===== src/rtl/hsr_pkg.sv =====
// Package for the HDLC segment reassembly control block.
// Holds the descriptor, header and result types, status codes and limits.
// No dependencies; imported by every module under rtl/.
package hsr_pkg;

    // Default ceiling on a reassembled message length
    localparam int unsigned LENGTH_LIMIT_DEF = 65535;

    localparam int unsigned LEN_W  = 16;
    localparam int unsigned ADDR_W = 32;
    localparam int unsigned SIZE_W = 3;
    localparam int unsigned CTL_W  = 8;
    localparam int unsigned KIND_W = 2;

    typedef enum logic [1:0] {
        ST_OK         = 2'd0,
        ST_INCOMPLETE = 2'd1,
        ST_SEG_ERR    = 2'd2,
        ST_OVERFLOW   = 2'd3
    } hsr_status_t;

    // Header fields kept from the first segment
    typedef struct packed {
        logic [ADDR_W-1:0] dest_raw;
        logic [SIZE_W-1:0] dest_size;
        logic [ADDR_W-1:0] src_raw;
        logic [SIZE_W-1:0] src_size;
        logic [CTL_W-1:0]  control;
        logic [KIND_W-1:0] kind;
    } hsr_hdr_t;

    // One received frame descriptor
    typedef struct packed {
        hsr_hdr_t         hdr;
        logic             segmented;
        logic [LEN_W-1:0] info_length;
    } hsr_desc_t;

    // One result word
    typedef struct packed {
        hsr_status_t       status;
        logic              complete;
        logic [LEN_W-1:0]  write_offset;
        logic [LEN_W-1:0]  total_length;
        logic [ADDR_W-1:0] dest_raw;
        logic [SIZE_W-1:0] dest_size;
        logic [ADDR_W-1:0] src_raw;
        logic [SIZE_W-1:0] src_size;
        logic [CTL_W-1:0]  control;
    } hsr_result_t;

endpackage


===== src/rtl/hsr_in_stage.sv =====
// Input register stage of the HDLC segment reassembly control block.
// Captures one descriptor word per cycle while downstream drains it; depends on hsr_pkg.
module hsr_in_stage (
    input  logic              aclk,
    input  logic              aresetn,
    input  logic              s_valid,
    output logic              s_ready,
    input  hsr_pkg::hsr_desc_t s_desc,
    output logic              q_valid,
    input  logic              q_ready,
    output hsr_pkg::hsr_desc_t q_desc
);
    import hsr_pkg::*;

    logic      valid_reg;
    logic      valid_next;
    hsr_desc_t desc_reg;

    // Take a new word whenever the stage is empty or drains this cycle
    assign s_ready = !valid_reg || q_ready;

    always_comb begin
        valid_next = valid_reg;
        if (s_valid && s_ready) begin
            valid_next = 1'b1;
        end else if (q_ready) begin
            valid_next = 1'b0;
        end
    end

    always_ff @(posedge aclk) begin
        if (!aresetn) begin
            valid_reg <= 1'b0;
        end else begin
            valid_reg <= valid_next;
        end
    end

    // Hold the descriptor until the next accepted word
    always_ff @(posedge aclk) begin
        if (s_valid && s_ready) begin
            desc_reg <= s_desc;
        end
    end

    assign q_valid = valid_reg;
    assign q_desc  = desc_reg;

endmodule


===== src/rtl/hsr_track.sv =====
// Reassembly tracker: pending message state, length limit register and
// the per-descriptor decision. Depends on hsr_pkg.
module hsr_track #(
    parameter int unsigned LENGTH_LIMIT = hsr_pkg::LENGTH_LIMIT_DEF
) (
    input  logic                      aclk,
    input  logic                      aresetn,
    input  logic                      cfg_wr,
    input  logic [hsr_pkg::LEN_W-1:0] cfg_data,
    input  logic                      in_valid,
    output logic                      in_ready,
    input  hsr_pkg::hsr_desc_t        in_desc,
    output logic                      res_valid,
    input  logic                      res_ready,
    output hsr_pkg::hsr_result_t      res
);
    import hsr_pkg::*;

    localparam logic [LEN_W-1:0] LIMIT = LEN_W'(LENGTH_LIMIT);

    logic             pending_reg;
    logic             pending_next;
    logic [LEN_W-1:0] plen_reg;
    logic [LEN_W-1:0] plen_next;
    hsr_hdr_t         held_reg;
    hsr_hdr_t         held_next;
    logic [LEN_W-1:0] max_reg;

    logic             fire;
    logic [LEN_W-1:0] limit;
    logic [LEN_W:0]   sum;
    logic             hdr_match;
    hsr_result_t      r;

    assign fire      = in_valid && res_ready;
    assign in_ready  = res_ready;
    assign res_valid = in_valid;

    // Effective limit: zero or above the ceiling means the ceiling
    assign limit = (max_reg == '0 || max_reg > LIMIT) ? LIMIT : max_reg;

    // Running total without wrap
    assign sum = {1'b0, plen_reg} + {1'b0, in_desc.info_length};

    assign hdr_match = (held_reg.dest_raw  == in_desc.hdr.dest_raw)  &&
                       (held_reg.dest_size == in_desc.hdr.dest_size) &&
                       (held_reg.src_raw   == in_desc.hdr.src_raw)   &&
                       (held_reg.src_size  == in_desc.hdr.src_size)  &&
                       (held_reg.kind      == in_desc.hdr.kind);

    // Decide status, offset and next pending state for this descriptor
    always_comb begin
        r            = '0;
        r.status     = ST_OK;
        pending_next = pending_reg;
        plen_next    = plen_reg;
        held_next    = held_reg;
        if (!pending_reg) begin
            if (in_desc.info_length > limit) begin
                r.status = ST_OVERFLOW;
            end else if (!in_desc.segmented) begin
                r.complete     = 1'b1;
                r.total_length = in_desc.info_length;
                r.dest_raw     = in_desc.hdr.dest_raw;
                r.dest_size    = in_desc.hdr.dest_size;
                r.src_raw      = in_desc.hdr.src_raw;
                r.src_size     = in_desc.hdr.src_size;
                r.control      = in_desc.hdr.control;
            end else begin
                r.status     = ST_INCOMPLETE;
                pending_next = 1'b1;
                plen_next    = in_desc.info_length;
                held_next    = in_desc.hdr;
            end
        end else if (!hdr_match) begin
            r.status     = ST_SEG_ERR;
            pending_next = 1'b0;
        end else if (sum > {1'b0, limit}) begin
            r.status     = ST_OVERFLOW;
            pending_next = 1'b0;
        end else begin
            r.write_offset = plen_reg;
            plen_next      = sum[LEN_W-1:0];
            if (in_desc.segmented) begin
                r.status = ST_INCOMPLETE;
            end else begin
                r.complete     = 1'b1;
                r.total_length = sum[LEN_W-1:0];
                r.dest_raw     = held_reg.dest_raw;
                r.dest_size    = held_reg.dest_size;
                r.src_raw      = held_reg.src_raw;
                r.src_size     = held_reg.src_size;
                r.control      = held_reg.control;
                pending_next   = 1'b0;
            end
        end
    end

    assign res = r;

    // Control state: pending flag and limit register
    always_ff @(posedge aclk) begin
        if (!aresetn) begin
            pending_reg <= 1'b0;
            max_reg     <= '0;
        end else begin
            if (fire) begin
                pending_reg <= pending_next;
            end
            if (cfg_wr) begin
                max_reg <= cfg_data;
            end
        end
    end

    // Held header and running length, read only while pending
    always_ff @(posedge aclk) begin
        if (fire) begin
            plen_reg <= plen_next;
            held_reg <= held_next;
        end
    end

    a_complete_ok: assert property (@(posedge aclk) disable iff (!aresetn)
        (fire && r.complete) |-> (r.status == ST_OK))
        else $error("complete result without ok status");

    a_incomplete_holds: assert property (@(posedge aclk) disable iff (!aresetn)
        (fire && r.status == ST_INCOMPLETE) |=> pending_reg)
        else $error("incomplete result left nothing pending");

    a_discard_clears: assert property (@(posedge aclk) disable iff (!aresetn)
        (fire && (r.status == ST_SEG_ERR || r.status == ST_OVERFLOW)) |=> !pending_reg)
        else $error("discard did not clear pending message");

    a_first_offset: assert property (@(posedge aclk) disable iff (!aresetn)
        (fire && !pending_reg) |-> (r.write_offset == '0))
        else $error("nonzero offset for a first frame");

    a_idle_hold: assert property (@(posedge aclk) disable iff (!aresetn)
        !fire |=> (pending_reg == $past(pending_reg)))
        else $error("pending state changed without a word");

endmodule


===== src/rtl/hsr_out_stage.sv =====
// Output register stage of the HDLC segment reassembly control block.
// Holds one result word toward the receiver; depends on hsr_pkg.
module hsr_out_stage (
    input  logic                 aclk,
    input  logic                 aresetn,
    input  logic                 r_valid,
    output logic                 r_ready,
    input  hsr_pkg::hsr_result_t r_data,
    output logic                 m_valid,
    input  logic                 m_ready,
    output hsr_pkg::hsr_result_t m_data
);
    import hsr_pkg::*;

    logic        valid_reg;
    logic        valid_next;
    hsr_result_t data_reg;

    // Load when empty or when the receiver takes the current word
    assign r_ready = !valid_reg || m_ready;

    always_comb begin
        valid_next = valid_reg;
        if (r_valid && r_ready) begin
            valid_next = 1'b1;
        end else if (m_ready) begin
            valid_next = 1'b0;
        end
    end

    always_ff @(posedge aclk) begin
        if (!aresetn) begin
            valid_reg <= 1'b0;
        end else begin
            valid_reg <= valid_next;
        end
    end

    always_ff @(posedge aclk) begin
        if (r_valid && r_ready) begin
            data_reg <= r_data;
        end
    end

    assign m_valid = valid_reg;
    assign m_data  = data_reg;

endmodule


===== src/rtl/hdlc_segment_reassembly_control_top.sv =====
// Top level of the HDLC segment reassembly control block.
// Instantiates hsr_in_stage, hsr_track and hsr_out_stage; depends on hsr_pkg.
//
// Usage:
//   s_ channel: one received frame descriptor per word (addresses, control,
//   frame kind, segmented bit, information length), valid/ready.
//   m_ channel: one result word per descriptor: status, complete flag, buffer
//   write offset and, on completion, total length and first-segment header.
//   cfg channel: writes the max total length register (zero = ceiling);
//   write it only while the block is idle. cfg_ready is always high.
// Path: an accepted descriptor is held in the input register, decided by the
//   combinational tracker and loaded into the output register for the receiver.
// Throughput: while m_ready is high, one descriptor per cycle; the tracker makes
//   one compare-and-add decision per cycle between the input and the output register.
// Reset (aresetn low, synchronous): drops any pending message, empties both
//   stages and clears the length register.
// Receiver stall: the output register holds its word; the input register
//   takes a descriptor only while it is empty, then s_ready falls until m_ready returns.
module hdlc_segment_reassembly_control_top #(
    parameter int unsigned LENGTH_LIMIT = hsr_pkg::LENGTH_LIMIT_DEF
) (
    input  logic        aclk,
    input  logic        aresetn,
    input  logic        cfg_valid,
    output logic        cfg_ready,
    input  logic [15:0] cfg_data,
    input  logic        s_valid,
    output logic        s_ready,
    input  logic [31:0] s_dest_addr_raw,
    input  logic [2:0]  s_dest_addr_size,
    input  logic [31:0] s_src_addr_raw,
    input  logic [2:0]  s_src_addr_size,
    input  logic [7:0]  s_control_byte,
    input  logic [1:0]  s_frame_kind,
    input  logic        s_segmented,
    input  logic [15:0] s_info_length,
    output logic        m_valid,
    input  logic        m_ready,
    output logic [1:0]  m_status,
    output logic        m_complete,
    output logic [15:0] m_write_offset,
    output logic [15:0] m_total_length,
    output logic [31:0] m_out_dest_raw,
    output logic [2:0]  m_out_dest_size,
    output logic [31:0] m_out_src_raw,
    output logic [2:0]  m_out_src_size,
    output logic [7:0]  m_out_control
);
    import hsr_pkg::*;

    hsr_desc_t   s_desc;
    hsr_desc_t   q_desc;
    logic        q_valid;
    logic        q_ready;
    hsr_result_t r_data;
    logic        r_valid;
    logic        r_ready;
    hsr_result_t m_data;

    assign cfg_ready = 1'b1;

    // Pack the descriptor word
    assign s_desc.hdr.dest_raw  = s_dest_addr_raw;
    assign s_desc.hdr.dest_size = s_dest_addr_size;
    assign s_desc.hdr.src_raw   = s_src_addr_raw;
    assign s_desc.hdr.src_size  = s_src_addr_size;
    assign s_desc.hdr.control   = s_control_byte;
    assign s_desc.hdr.kind      = s_frame_kind;
    assign s_desc.segmented     = s_segmented;
    assign s_desc.info_length   = s_info_length;

    hsr_in_stage u_in (
        .aclk    (aclk),
        .aresetn (aresetn),
        .s_valid (s_valid),
        .s_ready (s_ready),
        .s_desc  (s_desc),
        .q_valid (q_valid),
        .q_ready (q_ready),
        .q_desc  (q_desc)
    );

    hsr_track #(
        .LENGTH_LIMIT (LENGTH_LIMIT)
    ) u_track (
        .aclk      (aclk),
        .aresetn   (aresetn),
        .cfg_wr    (cfg_valid && cfg_ready),
        .cfg_data  (cfg_data),
        .in_valid  (q_valid),
        .in_ready  (q_ready),
        .in_desc   (q_desc),
        .res_valid (r_valid),
        .res_ready (r_ready),
        .res       (r_data)
    );

    hsr_out_stage u_out (
        .aclk    (aclk),
        .aresetn (aresetn),
        .r_valid (r_valid),
        .r_ready (r_ready),
        .r_data  (r_data),
        .m_valid (m_valid),
        .m_ready (m_ready),
        .m_data  (m_data)
    );

    // Unpack the result word
    assign m_status        = m_data.status;
    assign m_complete      = m_data.complete;
    assign m_write_offset  = m_data.write_offset;
    assign m_total_length  = m_data.total_length;
    assign m_out_dest_raw  = m_data.dest_raw;
    assign m_out_dest_size = m_data.dest_size;
    assign m_out_src_raw   = m_data.src_raw;
    assign m_out_src_size  = m_data.src_size;
    assign m_out_control   = m_data.control;

endmodule

===== config.mk =====
export PLATFORM = sky130hd
export DESIGN_NAME = hdlc_segment_reassembly_control_top
export DESIGN_NICKNAME = d
export VERILOG_FILES = /design/src/rtl/hsr_pkg.sv /design/src/rtl/hsr_in_stage.sv /design/src/rtl/hsr_track.sv /design/src/rtl/hsr_out_stage.sv /design/src/rtl/hdlc_segment_reassembly_control_top.sv
export SDC_FILE = /design/constraint.sdc
export NUM_CORES = 1
export LEC_CHECK = 0
export BUFFER_PORTS_ARGS = -buffer_cell sky130_fd_sc_hd__buf_2
export CAP_MARGIN = 0
export CORE_MARGIN = 2
export CORE_UTILIZATION = 61
export DETAILED_ROUTE_END_ITERATION = 10
export HOLD_SLACK_MARGIN = 0.1
export PLACE_DENSITY = 0.86
export SYNTH_ARGS = -nofsm -noshare
export SYNTH_HDL_FRONTEND = slang
export SYNTH_SLANG_ARGS = --single-unit

===== constraint.sdc =====
create_clock -name aclk -period 24.4 [get_ports aclk]
set_clock_uncertainty 0.15 [all_clocks]
set_input_delay 3.66 -clock aclk [delete_from_list [all_inputs] [get_ports aclk]]
set_output_delay 3.66 -clock aclk [all_outputs]
set_load 0.01 [all_outputs]

==> metrics, run 1 <==
clock buffer depth=3; Final Max Tran Viols=0; clk_lat worst skew=0.56 ns; final wirelength=31420 um; Vias/cell=6.094; Die Ht=154.0 um; Data arrival, critical path=4.34 ns; final worst path period need=8.145 ns; Synth Flop Type=edfxtp_1; CTS Buf Count=31; WS Path Type=in2out; die area=23720 um2; GR Overflow Total=0; FMAX=122.8 MHz; Least-Margin Pin Slew=1.119 ns; routed vias=8666; Detailed Routing Iterations Pass 1=5; met3 Usage GRT=0.06370; RR Endpoint=u_out.m_data[18]; CP required=20.59 ns; max-cap violations=0; vias in the first global route=8618; CP Capture Type=primary output; Final Wtd Congestion=0.8976; max reg flops=113; R2R depth=17; synth warn=0; nets=1279; Synth Register Bits=325; post-synthesis cell count=869; Synth Area in Simple Gates=0.07218; dpl ws=16.25 ns; number of synthesized flops with an enable pin=306; Hold Crit Class=reg2reg; hold path start=u_in.q_desc[25]; Worst Hold End=u_track.held_reg[8]; top-area cell type share of the netlist area=0.6693; Synth Area in Compound Gates=0.09360; Post-DRT Antenna Nets=0; RSZ-0062 raised after global routing=false; status=finished, final reports clean; leakage=5.990 nW; Post-CTS Resized=0; DPL Wire Length=21340 um; worst-path maximum fanout=4; DIE WIDTH=154.0 um; Post-CTS Hold Buffers=0; FP Rows=54; Post-Synth Adder-Cell Area=0.04521; initial core utilization=0.6252; Pwr per Cell Area=77.97 nW/um2; Final Hold Fails=0; wire length per cell=22.09 um; largest family of logic cells by synthesized area=compound AO/OA/AOI/OAI gates; ranking of synthesized cells by area=edfxtp_1, a22o_1, ha_1, xnor2_1, dfxtp_1; DRT iter0 DRCs=926; CTS tree=built; # Post-CTS Setup Buffers=0; post-route clock period utilization=0.3338; reg2reg start=u_in.q_desc[0]; count leader, synth=edfxtp_1; asr flop ratio synth=0; Port Buf Inserts=232; sequential fraction of the synthesis area=0.6970; flop2flop setup slack=18.95 ns; Slew headroom=0.2540; setup_tns=0 ns; Area Growth Syn to Fin=17.84%; mux share of post-synthesis cell area=0.02315; largest net degree at the start of global routing=81; Worst Slack Setup Final=16.25 ns; setup violators final=0; clock net sink count=325; Mapped Area=13730 um2; CTS clk-pin slew, worst paths=0.06 ns; H-tree depth=1; syn nets=1036; met1 GRT Util=0.3707; layout cells sized above 1=0.2738; mean post-synth cell area=15.80 um2; Max IR drop VDD=0.06060 mV; routing usage on met2=0.4017; All-Layer GR Usage=0.2609; Synth top cells by count=edfxtp_1, a22o_1, xnor2_1; global-route wire length before repair=48070 um; WHS=0.3057 ns; Yosys top cell by area=edfxtp_1; Hold Crit Depth=0; IO Pins=234; Yosys cell types=53; # DRC=0; CTS root buffer=clkbuf_16; area of the core=21960 um2; Worst setup SP type=primary input; initial antenna violation count=7; Synth Area in XOR/XNOR=0.05423; most crowded layer after global routing=met2
[cells by family after synthesis]
family	count (synthesis)
flops	325
simple gates	175
compound gates	165
xor+xnor	85
fa+ha+maj	49
buf+inv	39
mux	30
other cells	1
[report_power, final]
part           internal, mW  switching [mW]
combinational        0.0539          0.0748
sequential            0.643          0.0183
clock                 0.270           0.201
total                 0.967           0.294
[worst max-delay path, cell delays in order]
cell	delay [ns]
buf_2	0.10
nor2b_1	0.30
nand2_1	0.12
buf_2	0.15
[layout make-up]
class,count,area (um2)
well taps,280,350.3
clock inverters,12,116.4
repair buffers,241,1229
fillers,1351,5782
flip-flops and latches,325,9569
multi-input cells,505,3989
clock buffers,45,878.3
diodes,6,15.01
inverters,8,30.03
[per-layer routing]
| metal | wire [um] | share of wire |
|---|---|---|
| met1 | 13130 | 0.42 |
| met2 | 14400 | 0.46 |
| met3 | 2796 | 0.089 |
| met4 | 1076 | 0.034 |
| met5 | 13 | 0.00041 |
[how the worst max path moves through the flow]
stage,slack [ns],depth (start not counted),to,from
final,16.25,4,s_ready,m_ready
after CTS,16.26,4,s_ready,m_ready
after global routing,16.21,4,s_ready,m_ready
after global placement,16.29,4,s_ready,m_ready
after floorplan,12.52,3,u_track.held_reg[0],m_ready
after detailed placement,16.25,4,s_ready,m_ready
[layout by cell type, fill, tap and decap left out, types with 3 or more instances in the layout]
cell type,synthesis,final
and3_1,7,6
o21a_1,3,3
a22o_1,93,93
clkinv_1,0,3
edfxtp_1,306,306
o211ai_1,4,4
xor2_1,27,27
or4_1,5,5
clkbuf_8,0,5
inv_1,8,8
a21oi_1,20,20
nand4_1,23,23
diode_2,0,6
buf_2,4,232
buf_4,2,9
nor2_1,30,30
nor4_1,19,18
clkbuf_1,19,9
clkinv_2,0,4
dfxtp_1,19,19
or2_2,3,3
and4_1,3,3
nand2_1,20,20
a211oi_1,4,4
clkbuf_16,0,31
o22ai_1,3,3
a21o_1,10,10
nand3_1,6,6
o21ai_0,13,13
nor3_1,8,7
xnor2_1,58,58
o21bai_1,4,4
nor2b_1,21,20
ha_1,48,48
nand2b_1,3,3
and2_1,18,17
mux2i_1,16,16
mux2_2,14,14
[metrics by stage]
step	cells	total power, mW	cell area (um2)	utilization
6_report	1422	1.261	16180	0.7367
5_1_grt	1421	1.302	16170	0.7366
2_1_floorplan	869	0.7503	13730	-
3_3_place_gp	1359	0.7934	15170	0.6907
3_5_place_dp	1359	0.7990	15170	0.6907
4_1_cts	1416	1.264	16160	0.7360
(Power assumes the default switching activity.)
==> inputs of run 2 (changes only) <==
CORE_UTILIZATION = 51   (was 61)
PLACE_DENSITY = 0.76   (was 0.86)
clock period = 6.79 ns   (was 24.4 ns; I/O delays follow)
==> metrics, run 2 (synthesis results as in run 1) <==
max reg flops=113 (unchanged); Port Buf Inserts=232 (unchanged); Least-Margin Pin Slew=1.128 ns (was 1.119 ns); most crowded layer after global routing=met2 (unchanged); vias in the first global route=8383 (was 8618); clock net sink count=325 (unchanged); Max IR drop VDD=0.2675 mV (was 0.06060 mV); routing usage on met2=0.3394 (was 0.4017); Worst path slowest cell=nor4_4 (was nor2b_1); status=finished, final reports clean (unchanged); setup_tns=0 ns (unchanged); reg2reg start=u_in.q_desc[0] (unchanged); met1 GRT Util=0.3153 (was 0.3707); final worst path period need=5.541 ns; CTS clk-pin slew, worst paths=0.06 ns (about the same); IO Pins=234 (unchanged); CP required=7.00 ns (was 20.59 ns); DPL Wire Length=21520 um (was 21340 um); nets=1281 (was 1279); R2R depth=17 (unchanged); H-tree depth=2 (was 1); Pwr per Cell Area=281.2 nW/um2 (was 77.97 nW/um2); initial antenna violation count=6 (was 7); setup violators final=0 (unchanged); most common cell after layout, fill and taps aside=edfxtp_1 (unchanged); clk_lat worst skew=0.52 ns (was 0.56 ns); Final Max Tran Viols=0 (unchanged); Worst setup SP type=register (was primary input); Final Hold Fails=0 (unchanged); wire length per cell=21.17 um (was 22.09 um); flop2flop setup slack=1.25 ns (was 18.95 ns); DRT iter0 DRCs=685 (was 926); RR Endpoint=u_out.m_data[17] (was u_out.m_data[18]); area of the core=26730 um2 (was 21960 um2); CP top delay family=compound AO/OA/AOI/OAI gates (was simple AND/OR/NAND/NOR gates); Post-Layout Cell Count=1487 (was 1422); WS Path Type=reg2reg (was in2out); Hold Crit Class=reg2reg (unchanged); Multi-input gate area=3989 um2 (unchanged); GR Overflow Total=0 (unchanged); Detailed Routing Iterations Pass 1=5 (unchanged); Vias/cell=5.718 (was 6.094); Data arrival, critical path=5.75 ns (was 4.34 ns); largest net degree at the start of global routing=85 (was 81); Slew headroom=0.2468 (was 0.2540); CP Cell Sequence=ha_1 > fa_1 > a211oi_1 > o21ai_0 > a21oi_1 > o31ai_1 > a21oi_1 > xnor2_1 > ha_1 > nand2_1 > or4_1 > o22a_1 > nor2_1 > o22ai_1 > nor4_4 > buf_12 > a22o_1 (was buf_2 > nor2b_1 > nand2_1 > buf_2); hold path start=u_in.q_desc[25] (unchanged); Post-DRT Antenna Nets=0 (unchanged); Hold Crit Depth=0 (unchanged); max-cap violations=0 (unchanged); FMAX=180.5 MHz; Cells after DPL=1419 (was 1359); Final Wtd Congestion=0.8822 (was 0.8976); DIE WIDTH=168.1 um (was 154.0 um); final wirelength=31480 um (was 31420 um); met3 Usage GRT=0.04819 (was 0.06370); CP Capture Type=register (was primary output); Die Ht=168.1 um (was 154.0 um); # DRC=0 (unchanged); All-Layer GR Usage=0.2200 (was 0.2609); Area Growth Syn to Fin=18.72% (was 17.84%); routed vias=8503 (was 8666); Post-CTS Hold Buffers=0 (unchanged); global-route wire length before repair=47600 um (was 48070 um); initial core utilization=0.5137 (was 0.6252); die area=28250 um2 (was 23720 um2); RSZ-0062 raised after global routing=false (unchanged); CTS tree=built (unchanged); CTS root buffer=clkbuf_16 (unchanged); # Post-CTS Setup Buffers=0 (unchanged); most frequent cells in the layout=edfxtp_1, buf_2, a22o_1 (unchanged); CTS Buf Count=34 (was 31); delay of the slowest critical-path stage=0.77 ns (was 0.30 ns); Seq. cell area=9569 um2 (unchanged); FP Rows=60 (was 54); layout cells sized above 1=0.2739 (was 0.2738); post-route clock period utilization=0.8161; Worst Hold End=u_track.held_reg[8] (unchanged); Post-CTS Resized=0 (unchanged); worst-path maximum fanout=84 (was 4); CP bufs+invs=1 (was 2); leakage=6.016 nW (was 5.990 nW); clock buffer depth=3 (unchanged); Fillers=2061 (was 1351)
run 2: changes by cell type in the layout (fill, tap and decap cells not counted):
cell        previous run  this run
bufinv_16              2         1
diode_2                6         7
inv_16                 0         1
clkinvlp_4             1         0
clkinv_1               3         9
clkinv_2               4         9
clkbuf_16             31        35
clkbuf_8               5         0
clkbuf_1               9         5
clkinv_4               1         0
buf_12                 0         1
buf_4                  9         7
run 2: layout make-up:
| cell class | count | area share |
|---|---|---|
| flip-flops and latches | 325 | 0.5871 |
| multi-input cells | 505 | 0.2447 |
| repair buffers | 240 | 0.07569 |
| clock buffers | 40 | 0.05489 |
| well taps | 341 | 0.02618 |
| clock inverters | 21 | 0.008445 |
| inverters | 8 | 0.001842 |
| diodes | 7 | 0.001075 |
run 2: worst max-delay path by stage:
stage / startpoint / end / slack, ns / cells past startpoint
final: u_in.q_desc[0] / u_out.m_data[17] / 1.25 / 17
after CTS: u_in.q_desc[0] / u_out.m_data[20] / 1.36 / 17
after global routing: u_in.q_desc[0] / u_out.m_data[4] / 0.95 / 17
after detailed placement: u_in.q_desc[0] / u_out.m_data[2] / 1.36 / 17
after global placement: u_in.q_desc[0] / u_out.m_data[15] / 1.57 / 17
after floorplan: m_ready / u_track.held_reg[0] / 1.24 / 3
run 2: per-layer routing:
layer	wire length, um	up-vias
li1	-	3934
met1	13960	4160
met2	14390	360
met3	2332	49
met4	802	0
met5	0	-
run 2: metrics by stage:
stage	worst slack, ns	utilization	power (mW)	cell area [um2]	hold slack, ns
after floorplan	1.236	-	2.692	13740	0.2768
after global placement	1.571	0.5706	2.855	15250	0.2901
after detailed placement	1.360	0.5706	2.873	15250	0.3013
after CTS	1.359	0.6092	4.611	16280	0.2834
after global routing	0.9505	0.6094	4.735	16290	0.3067
final	1.249	0.6098	4.583	16300	0.2798
run 2: report_power, final:
group	total (mW)	internal [mW]	leakage [nW]	switching [mW]
registers	2.38	2.31	3.01	0.0637
logic	0.461	0.193	2.49	0.268
clock network	1.75	0.986	0.515	0.760
total	4.58	3.49	6.02	1.09
==> inputs of run 3 (changes only) <==
clock period = 4.8 ns   (was 6.79 ns; I/O delays follow)
==> metrics, run 3 (synthesis results as in run 1) <==
largest net degree at the start of global routing=94 (was 85); Area Growth Syn to Fin=21.62% (was 18.72%); DPL Wire Length=21840 um (was 21520 um); most frequent cells in the layout=edfxtp_1, buf_2, a22o_1 (unchanged); Post-DRT Antenna Nets=0 (unchanged); Die Ht=168.1 um (unchanged); initial antenna violation count=10 (was 6); setup_tns=0 ns (unchanged); routed vias=8554 (was 8503); FP Rows=60 (unchanged); sequential fraction of design power=0.500 (was 0.518); Detailed Routing Iterations Pass 1=5 (unchanged); CP Capture Type=register (unchanged); Final Max Tran Viols=0 (unchanged); All-Layer GR Usage=0.2192 (was 0.2200); Hold Crit Depth=1 (was 0); Gate power share=0.102 (was 0.101); # DRC=0 (unchanged); Max IR drop VDD=0.3340 mV (was 0.2675 mV); area of the core=26730 um2 (unchanged); global-route wire length before repair=47360 um (was 47600 um); initial core utilization=0.5137 (unchanged); CTS root buffer=clkbuf_16 (unchanged); Worst setup SP type=register (unchanged); CP bufs+invs=3 (was 1); CP required=4.91 ns (was 7.00 ns); Cells after DPL=1436 (was 1419); vias in the first global route=8512 (was 8383); leakage=6.186 nW (was 6.016 nW); final worst path period need=4.699 ns (was 5.541 ns); R2R depth=18 (was 17); Final Hold Fails=0 (unchanged); status=finished, final reports clean (unchanged); Hold Crit Class=in2reg (was reg2reg); instance count on the critical path=18 (was 17); Data arrival, critical path=4.81 ns (was 5.75 ns); Least-Margin Pin Slew=0.8338 ns (was 1.128 ns); Slew headroom=0.4429 (was 0.2468); DIE WIDTH=168.1 um (unchanged); GR Overflow Total=0 (unchanged); post-route clock period utilization=0.9790 (was 0.8161); NetSw=1.552 mW (was 1.091 mW); Port Buf Inserts=232 (unchanged); FMAX=212.8 MHz (was 180.5 MHz); die area=28250 um2 (unchanged); max reg flops=113 (unchanged); CTS tree=built (unchanged); Vias/cell=5.661 (was 5.718); CP Cell Sequence=buf_4 > fa_2 > a211oi_2 > o21ai_1 > a21oi_2 > o31ai_1 > a21oi_1 > xnor2_1 > ha_1 > nand2_1 > or4_4 > a31o_2 > and3_1 > o22ai_2 > nor4_4 > buf_4 > buf_12 > or2_2 (was ha_1 > fa_1 > a211oi_1 > o21ai_0 > a21oi_1 > o31ai_1 > a21oi_1 > xnor2_1 > ha_1 > nand2_1 > or4_1 > o22a_1 > nor2_1 > o22ai_1 > nor4_4 > buf_12 > a22o_1); nets=1304 (was 1281); most frequent CP cell=buf_4; setup violators final=0 (unchanged); Post-Layout Cell Count=1511 (was 1487); CP top delay family=compound AO/OA/AOI/OAI gates (unchanged); DRT iter0 DRCs=706 (was 685); Final Wtd Congestion=0.8885 (was 0.8822); Clock power frac=0.398 (was 0.381); WS Path Type=reg2reg (unchanged); H-tree depth=2 (unchanged); delay of the slowest critical-path stage=0.55 ns (was 0.77 ns); CTS Buf Count=35 (was 34); worst-path maximum fanout=26 (was 84); internal power=5.162 mW (was 3.491 mW); Pwr per Cell Area=402.1 nW/um2 (was 281.2 nW/um2); IO Pins=234 (unchanged); most common cell after layout, fill and taps aside=edfxtp_1 (unchanged); sw frac=0.2312 (was 0.2381); Worst path slowest cell=or4_4 (was nor4_4); max-cap violations=0 (unchanged); wire length per cell=20.87 um (was 21.17 um); clock net sink count=325 (unchanged); CTS clk-pin slew, worst paths=0.06 ns (about the same); final wirelength=31540 um (was 31480 um); clock buffer depth=3 (unchanged); clk_lat worst skew=0.52 ns (about the same); layout cells sized above 1=0.2966 (was 0.2739)
-- run 3: power by group through the flow --
stage | Combinational (mW) | Sequential (mW) | Clock [mW]
final | 0.681 | 3.36 | 2.67
after global routing | 0.748 | 3.37 | 2.83
after CTS | 0.670 | 3.36 | 2.72
after detailed placement | 0.664 | 3.41 | 0
after global placement | 0.646 | 3.41 | 0
after floorplan | 0.382 | 3.43 | 0
-- run 3: metal layers --
| layer | wire (um) | vias to the layer above | GRT usage |
|---|---|---|---|
| met5 | 28 | - | 0 |
| met1 | 13790 | 4186 | 0.3034 |
| met2 | 14380 | 326 | 0.3360 |
| met4 | 941 | 6 | 0.08733 |
| met3 | 2401 | 65 | 0.05571 |
| li1 | - | 3971 | - |
-- run 3: final timing paths --
path,startpoint,slack [ns],endpoint
worst min register to register,u_in.q_desc[22],0.31,u_track.held_reg[5]
worst max register to register,u_in.q_desc[1],0.10,u_out.m_data[110]
worst max-delay path,u_in.q_desc[1],0.10,u_out.m_data[110]
worst min-delay path,s_dest_addr_raw[8],0.22,u_in.q_desc[73]
-- run 3: repair_timing --
action,in CTS,in global routing
pin swaps,1,6
resized for setup,1,9
hold buffers,0,0
buffers inserted,0,5
endpoints found under the setup margin,45,128
-- run 3: layout make-up --
type | instances | area, um2
Fill cell | 1957 | 10030
Antenna cell | 7 | 17.52
Clock inverter | 21 | 224.0
Inverter | 8 | 30.03
Multi-Input combinational cell | 505 | 4031
Clock buffer | 42 | 923.4
Tap cell | 341 | 426.7
Sequential cell | 325 | 9569
Timing Repair Buffer | 262 | 1474
-- run 3: stage by stage --
stage                     power, mW  instance area [um2]    util  setup WS, ns  hold slack (ns)
after global routing          6.949                16690  0.6244      -0.04070           0.2061
after floorplan               3.807                13740       -       0.09084           0.2768
after CTS                     6.751                16600  0.6213       0.01824           0.2033
after global placement        4.057                15450  0.5781       0.08284           0.2913
after detailed placement      4.078                15450  0.5781      -0.04439           0.2888
final                         6.714                16700  0.6247        0.1006           0.2203
-- run 3: worst reg2reg max path: cells and delay by family, from the launching register on --
kind,cells,cell delay [ns]
compound gates,7,1.36
xor+xnor,1,0.13
fa+ha+maj,2,0.71
buf+inv,3,0.51
flops,1,0.44
simple gates,5,1.16
